==> src/rtl/b85le_pkg.sv <==
`timescale 1ns / 1ps
`default_nettype none
package b85le_pkg;

    // Digits per group and the largest group weight (85^4)
    localparam int unsigned GROUP_DIGITS = 5;
    localparam logic [2:0]  LAST_POS     = 3'd4;
    localparam int unsigned WEIGHT_W     = 26;

    // Result of the character lookup
    typedef struct packed {
        logic       valid;
        logic [6:0] digit;
    } digit_t;

    // One group of results handed from the accumulator to the serializer
    typedef struct packed {
        logic [31:0] word;   // bytes to send, lowest byte first
        logic [2:0]  count;  // number of results, 1..4
        logic        last;   // final result of the burst ends the text
        logic        bytes;  // results carry decoded bytes
        logic        err;    // single error result
    } burst_t;

    // Map a Z85 character to its digit
    function automatic digit_t digit_of(input logic [7:0] code);
        digit_t r;
        r.valid = 1'b1;
        r.digit = 7'd0;
        if (code >= 8'h30 && code <= 8'h39) begin
            r.digit = 7'(code - 8'h30);
        end else if (code >= 8'h61 && code <= 8'h7A) begin
            r.digit = 7'(code - 8'h61 + 8'd10);
        end else if (code >= 8'h41 && code <= 8'h5A) begin
            r.digit = 7'(code - 8'h41 + 8'd36);
        end else begin
            case (code)
                8'h2E: r.digit = 7'd62;  // .
                8'h2D: r.digit = 7'd63;  // -
                8'h3A: r.digit = 7'd64;  // :
                8'h2B: r.digit = 7'd65;  // +
                8'h3D: r.digit = 7'd66;  // =
                8'h5E: r.digit = 7'd67;  // ^
                8'h21: r.digit = 7'd68;  // !
                8'h2F: r.digit = 7'd69;  // /
                8'h2A: r.digit = 7'd70;  // *
                8'h3F: r.digit = 7'd71;  // ?
                8'h26: r.digit = 7'd72;  // &
                8'h3C: r.digit = 7'd73;  // <
                8'h3E: r.digit = 7'd74;  // >
                8'h28: r.digit = 7'd75;  // (
                8'h29: r.digit = 7'd76;  // )
                8'h5B: r.digit = 7'd77;  // [
                8'h5D: r.digit = 7'd78;  // ]
                8'h7B: r.digit = 7'd79;  // {
                8'h7D: r.digit = 7'd80;  // }
                8'h40: r.digit = 7'd81;  // @
                8'h25: r.digit = 7'd82;  // %
                8'h24: r.digit = 7'd83;  // $
                8'h23: r.digit = 7'd84;  // #
                default: r.valid = 1'b0;
            endcase
        end
        return r;
    endfunction

    // Weight of digit position j: 85^j
    function automatic logic [WEIGHT_W-1:0] weight_of(input logic [2:0] pos);
        logic [WEIGHT_W-1:0] w;
        case (pos)
            3'd0:    w = WEIGHT_W'(1);
            3'd1:    w = WEIGHT_W'(85);
            3'd2:    w = WEIGHT_W'(85 * 85);
            3'd3:    w = WEIGHT_W'(85 * 85 * 85);
            3'd4:    w = WEIGHT_W'(85 * 85 * 85 * 85);
            default: w = WEIGHT_W'(0);
        endcase
        return w;
    endfunction

endpackage
`default_nettype wire

==> src/rtl/b85le_accum.sv <==
`timescale 1ns / 1ps
`default_nettype none
module b85le_accum (
    input  wire logic              clk,
    input  wire logic              rst_n,
    input  wire logic              in_valid,
    output logic                   in_ready,
    input  wire logic [7:0]        in_code,
    input  wire logic              in_eot,
    output logic                   burst_valid,
    output b85le_pkg::burst_t      burst,
    input  wire logic              burst_ready
);

    logic        hold_reg, hold_next;
    logic [7:0]  code_reg;
    logic        eot_reg;
    logic [31:0] group_reg, group_next;
    logic [2:0]  pos_reg, pos_next;
    logic        drop_reg, drop_next;

    b85le_pkg::digit_t              map;
    logic [b85le_pkg::WEIGHT_W-1:0] weight;
    logic [31:0]                    product;
    logic [31:0]                    sum;
    logic [2:0]                     new_pos;
    logic                           group_full;
    logic                           produce;
    logic                           advance;

    // Look up the digit and weight it by its position
    always_comb
    begin
        map        = b85le_pkg::digit_of(code_reg);
        weight     = b85le_pkg::weight_of(pos_reg);
        product    = 32'(map.digit) * 32'(weight);
        sum        = group_reg + product;
        new_pos    = pos_reg + 3'd1;
        group_full = (pos_reg == b85le_pkg::LAST_POS);
        produce    = hold_reg && !drop_reg && (!map.valid || group_full || eot_reg);
        advance    = hold_reg && (!produce || burst_ready);
        in_ready   = !hold_reg || advance;
    end

    // Build the burst for a group that closes
    always_comb
    begin
        burst_valid = advance && produce;
        burst.word  = 32'd0;
        burst.count = 3'd1;
        burst.last  = 1'b1;
        burst.bytes = 1'b0;
        burst.err   = 1'b0;
        if (!map.valid) begin
            burst.err = 1'b1;
        end else if (group_full) begin
            burst.word  = sum;
            burst.count = 3'd4;
            burst.last  = eot_reg;
            burst.bytes = 1'b1;
        end else if (pos_reg != 3'd0) begin
            burst.word  = sum;
            burst.count = new_pos - 3'd1;
            burst.bytes = 1'b1;
        end
    end

    // Update group state when the held word moves on
    always_comb
    begin
        group_next = group_reg;
        pos_next   = pos_reg;
        drop_next  = drop_reg;
        if (advance) begin
            if (drop_reg) begin
                if (eot_reg) begin
                    drop_next = 1'b0;
                end
            end else if (!map.valid) begin
                group_next = 32'd0;
                pos_next   = 3'd0;
                drop_next  = !eot_reg;
            end else if (produce) begin
                group_next = 32'd0;
                pos_next   = 3'd0;
            end else begin
                group_next = sum;
                pos_next   = new_pos;
            end
        end
        hold_next = hold_reg;
        if (in_ready) begin
            hold_next = in_valid;
        end
    end

    // Control state
    always_ff @(posedge clk or negedge rst_n)
    begin
        if (!rst_n) begin
            hold_reg  <= 1'b0;
            group_reg <= 32'd0;
            pos_reg   <= 3'd0;
            drop_reg  <= 1'b0;
        end else begin
            hold_reg  <= hold_next;
            group_reg <= group_next;
            pos_reg   <= pos_next;
            drop_reg  <= drop_next;
        end
    end

    // Capture the incoming word
    always_ff @(posedge clk)
    begin
        if (in_ready && in_valid) begin
            code_reg <= in_code;
            eot_reg  <= in_eot;
        end
    end

endmodule
`default_nettype wire

==> src/rtl/b85le_serial.sv <==
`timescale 1ns / 1ps
`default_nettype none
module b85le_serial (
    input  wire logic              clk,
    input  wire logic              rst_n,
    input  wire logic              burst_valid,
    input  wire b85le_pkg::burst_t burst,
    output logic                   burst_ready,
    output logic                   out_valid,
    input  wire logic              out_ready,
    output logic [7:0]             out_byte,
    output logic                   out_byte_valid,
    output logic                   out_last,
    output logic                   out_error
);

    logic [2:0]  cnt_reg, cnt_next;
    logic [31:0] word_reg, word_next;
    logic        last_reg, last_next;
    logic        bytes_reg, bytes_next;
    logic        err_reg, err_next;
    logic        take;

    // Drive the current result
    always_comb
    begin
        out_valid      = (cnt_reg != 3'd0);
        take           = out_valid && out_ready;
        burst_ready    = (cnt_reg == 3'd0) || (cnt_reg == 3'd1 && out_ready);
        out_byte       = word_reg[7:0];
        out_byte_valid = bytes_reg;
        out_error      = err_reg;
        out_last       = last_reg && (cnt_reg == 3'd1);
    end

    // Load a new burst or shift out the next byte
    always_comb
    begin
        cnt_next   = cnt_reg;
        word_next  = word_reg;
        last_next  = last_reg;
        bytes_next = bytes_reg;
        err_next   = err_reg;
        if (burst_valid) begin
            cnt_next   = burst.count;
            word_next  = burst.word;
            last_next  = burst.last;
            bytes_next = burst.bytes;
            err_next   = burst.err;
        end else if (take) begin
            cnt_next  = cnt_reg - 3'd1;
            word_next = {8'd0, word_reg[31:8]};
        end
    end

    // Result count
    always_ff @(posedge clk or negedge rst_n)
    begin
        if (!rst_n) begin
            cnt_reg <= 3'd0;
        end else begin
            cnt_reg <= cnt_next;
        end
    end

    // Result payload
    always_ff @(posedge clk)
    begin
        word_reg  <= word_next;
        last_reg  <= last_next;
        bytes_reg <= bytes_next;
        err_reg   <= err_next;
    end

endmodule
`default_nettype wire

==> src/rtl/base85_le_decoder_top.sv <==
`timescale 1ns / 1ps
`default_nettype none
// Output path: m_tvalid rises once a group's closing word has passed the input register
// and been loaded into the serializer, which waits while an earlier burst still drains.
// Throughput: one character word per cycle while the serializer takes each closing group;
// it sends up to 4 results, one per cycle while m_tready is high, as the next group builds.
// A burst is taken by the serializer only once its previous burst is empty or its last result is taken.
// Reset (rst_n low, asynchronous) clears the group sum, digit count, drop flag and queue.
module base85_le_decoder_top (
    input  wire logic       clk,
    input  wire logic       rst_n,
    input  wire logic       s_tvalid,
    output logic            s_tready,
    input  wire logic [7:0] s_tdata,   // [7:0] char_code
    input  wire logic       s_tlast,   // end_of_text
    output logic            m_tvalid,
    input  wire logic       m_tready,
    output logic [7:0]      m_tdata,   // [7:0] data_byte
    output logic [1:0]      m_tuser,   // [0] byte_valid, [1] error
    output logic            m_tlast    // last
);

    logic              burst_valid;
    logic              burst_ready;
    b85le_pkg::burst_t burst;
    logic              byte_valid;
    logic              err;

    b85le_accum u_accum (
        .clk         (clk),
        .rst_n       (rst_n),
        .in_valid    (s_tvalid),
        .in_ready    (s_tready),
        .in_code     (s_tdata),
        .in_eot      (s_tlast),
        .burst_valid (burst_valid),
        .burst       (burst),
        .burst_ready (burst_ready)
    );

    b85le_serial u_serial (
        .clk            (clk),
        .rst_n          (rst_n),
        .burst_valid    (burst_valid),
        .burst          (burst),
        .burst_ready    (burst_ready),
        .out_valid      (m_tvalid),
        .out_ready      (m_tready),
        .out_byte       (m_tdata),
        .out_byte_valid (byte_valid),
        .out_last       (m_tlast),
        .out_error      (err)
    );

    assign m_tuser = {err, byte_valid};

    // A burst is only handed over when the serializer can take it
    a_burst_fits: assert property (@(posedge clk) disable iff (!rst_n)
        burst_valid |-> burst_ready)
        else $error("burst handed over while serializer busy");

    // An error result never carries a byte
    a_err_no_byte: assert property (@(posedge clk) disable iff (!rst_n)
        m_tvalid |-> !(m_tuser[0] && m_tuser[1]))
        else $error("error result marked as byte");

    // Marker and error results always end the text
    a_marker_last: assert property (@(posedge clk) disable iff (!rst_n)
        (m_tvalid && !m_tuser[0]) |-> m_tlast)
        else $error("marker result without last");

    // A burst of error results is exactly one result long
    a_err_single: assert property (@(posedge clk) disable iff (!rst_n)
        (burst_valid && burst.err) |-> (burst.count == 3'd1 && burst.last))
        else $error("error burst malformed");

endmodule
`default_nettype wire

==> config.mk <==
export PLATFORM = sky130hd
export DESIGN_NAME = base85_le_decoder_top
export DESIGN_NICKNAME = d
export VERILOG_FILES = /design/src/rtl/b85le_pkg.sv /design/src/rtl/b85le_accum.sv /design/src/rtl/b85le_serial.sv /design/src/rtl/base85_le_decoder_top.sv
export SDC_FILE = /design/constraint.sdc
export NUM_CORES = 1
export LEC_CHECK = 0
export BUFFER_PORTS_ARGS = -buffer_cell sky130_fd_sc_hd__buf_2
export CAP_MARGIN = 40
export CORE_MARGIN = 2
export CORE_UTILIZATION = 45
export DETAILED_ROUTE_END_ITERATION = 8
export PLACE_DENSITY = 0.63
export RECOVER_POWER = 25
export SETUP_SLACK_MARGIN = 0.3
export SKIP_CTS_REPAIR_TIMING = 1
export SYNTH_ARGS = -nofsm -noshare
export SYNTH_HDL_FRONTEND = slang
export SYNTH_SLANG_ARGS = --single-unit
==> constraint.sdc <==
create_clock -name clk -period 11.7 [get_ports clk]
set_input_delay 1.755 -clock clk [delete_from_list [all_inputs] [get_ports clk]]
set_output_delay 1.755 -clock clk [all_outputs]
set_load 0.02 [all_outputs]
==> results.toml <==
[die]
initial_core_util_pct = 45.6
ios = 26
rows = 54
core_sq_mm = 0.0217
die-area_sq_mm = 0.0232
fp.dieW_microns = 152
die_h_microns = 152

[power]
p_per_area_mw_per_mm2 = 241
total_leakage_power_nw = 5.19
ir_worst_vdd_v = 0.000100

[setup_path]
cp_slowest_stage_delay_ns = 0.59
arrival_ns = 8.24
critPathMaxFanout = 12
worst_setup_path_start_kind = "flop"
cp.depth = 26
worstRegToRegCells = 26
required_ns = 11.83
crit_path_top_delay_cell = "fa_1"
timing.critical_path.to_type = "flop"
critPathBufInv = 4
crit_start = "u_accum.code_reg[1]"
r2r_start = "u_accum.code_reg[1]"
crit_type = "flop to flop"
crit_family = "adder cells"

[global_routing]
grt_overflow = 0
antenna_found_initial = 0
grt_pass1_wl_microns = 40400
gr-usage-all-layers_pct = 22.0
grt_pass1_vias = 7630
grt_max_degree = 41

[synth]
synth_enable_flop_cells = 44
syn_nets = 1259
synth_flop_cell = "edfxtp_1"
avgSynthCellArea_sq_um = 9.49
ys_async_sr_fraction_pct = 47.6
yosysUniqueCellTypes = 81
netlist_area_sq_mm = 0.00988
yosysWarnings = 0
synth_cells = 1041
ys_ff_latch = 84
ys_seq_area_share_pct = 23.5

[routing]
routed_wl_microns = 24100
vias_per_cell = 5.50
drt.antenna.violating_nets = 0
dr.first_iter.drc_count = 516
route.detailed.drc = 0
dr.pass1.iters = 5
routedWlPerCell_microns = 18.2
vias = 7295

[final_layout]
postLayoutCellArea_sq_mm = 0.0104
layout_commonest_cell = "inv_1"
layout.cells.most_common_list = "185 x inv_1, 105 x ha_1, 100 x fa_1"
antenna_cells = 0
layout-drive-gt1-share_pct = 9.07
area_delta_synth_final_pct = 5.66
finalNetCount = 1260

[clock_network]
clkTransAtPathRegs_ns = 0.07
clock_latency_ns = 0.35
cts.sinks = 84
cts_inserted_buffers = 9
cts_tree = "yes"
ctsHtreeMaxLevel = 3
clock_path_buffers = 2
root_buffer = "clkbuf_16"

[timing]
worst_slack_ns = 3.59
fmax_mhz = 123
grt_setup_unrepaired = "no"
layout_min_cycle_time_ns = 8.11
fin_crit_sh_pct = 69.3
final_max_slew_viol_count = 0
setup_violations = 0
fin_skew_ns = 0.0131
fin_tns_setup_ns = 0
max_slew_margin_pct = 3.81
hold_viol = 0
worst_pin_slew_ns = 1.44

[placed_design]
gp_congestion = 0.928
dp_slack_ns = 3.81
placed_area_sq_mm = 0.0102
io_buffers = 25
dpl.hpwl_microns = 19400

[min_path]
whs_path_depth = 2
holdCritPathClass = "flop to flop"
hp-start = "u_accum.group_reg[14]"

[run_status]
outcome = "finished clean"

[flow_run]
cap_violations = 0
area by class of cell:
| class | instances | area (sq um) |
|---|---|---|
| fillers | 2080 | 11200 |
| inverters | 187 | 702 |
| well taps | 280 | 350 |
| multi-input cells | 724 | 6580 |
| flip-flops and latches | 84 | 2320 |
| clock inverters | 7 | 55.1 |
| clock buffers | 9 | 225 |
| repair buffers | 36 | 204 |
Yosys cell counts (3+ instances only):
cell type	count	share of area (%)
or2_1	4	0.25
buf_6	6	0.68
nand2_1	48	1.8
or3_1	5	0.32
inv_1	185	7.0
clkbuf_1	11	0.42
nand3b_1	3	0.23
edfxtp_1	44	13
o22ai_1	5	0.32
o31ai_1	11	0.84
nor3b_1	6	0.46
nor2b_1	10	0.63
xor2_1	15	1.3
a21o_1	26	2.0
buf_2	17	0.86
mux2i_1	4	0.41
o21a_1	7	0.53
a211oi_1	4	0.30
xnor2_1	18	1.6
a221oi_1	3	0.27
dfrtp_1	40	10
nor3_1	14	0.71
nand2b_1	14	0.89
nor2_1	76	2.9
or2_2	21	1.3
o21ai_1	15	0.76
o21ai_0	41	2.1
buf_4	12	0.91
fa_1	100	20
and4_1	3	0.27
a22o_1	15	1.3
ha_1	105	13
a31oi_1	9	0.57
and2_1	4	0.25
nand4_1	5	0.32
a41o_1	3	0.30
o2111ai_1	3	0.27
o211ai_1	5	0.38
nand3_1	17	0.86
a21oi_1	39	2.0
and3_1	16	1.0
a21boi_0	4	0.30
routing by layer:
metal	vias up	wire length, microns	global-route usage, %
met5	-	0	0
met4	0	453	5.70
met3	27	997	2.42
met2	163	12300	38.9
met1	3615	10400	28.7
li1	3490	-	-
kinds of logic (layout without fill, tap and decap cells):
kind of cell,Yosys count,in the layout,synth area share (%)
muxes,5,5,0.519
AOI/OAI and AO/OA,215,215,15.1
buffers and inverters,233,239,9.98
xor gates and xnor gates,33,33,2.92
and+or+nand+nor,266,266,14.4
adders and majority gates,205,205,33.6
DFF,84,84,23.5
stage by stage:
| stage | cells | hold WS [ns] | utilization (%) | power (W) |
|---|---|---|---|---|
| CTS | 1327 | 0.497 | 48.2 | 0.00254 |
| detailed placement | 1311 | 0.478 | 46.9 | 0.00225 |
| global placement | 1305 | 0.467 | 46.7 | 0.00222 |
| finish | 1327 | 0.500 | 48.1 | 0.00252 |
| floorplan | 1041 | 0.447 | - | 0.00181 |
| global route | 1327 | 0.536 | 48.1 | 0.00278 |
final timing paths:
kind / slack [ns] / to
max in group asynchronous: 8.26 / u_accum.group_reg[25]
max reg2reg: 3.59 / u_serial.word_reg[26]
max: 3.59 / u_serial.word_reg[26]
min reg2reg: 0.50 / u_accum.group_reg[14]
min in group asynchronous: 1.56 / u_serial.cnt_reg[1]
min: 0.50 / u_accum.group_reg[14]
worst min-delay path, cell delays in order, from the launching register on:
cell	delay, ns
dfrtp_1	0.36
nand2_1	0.05
o31ai_1	0.06
power breakdown:
part | total, W | internal (W) | switching, W
logic | 0.00168 | 0.000593 | 0.00109
registers | 0.000560 | 0.000466 | 0.0000945
clock network | 0.000283 | 0.000147 | 0.000136
Note: power is estimated with default switching activity, not from simulation.
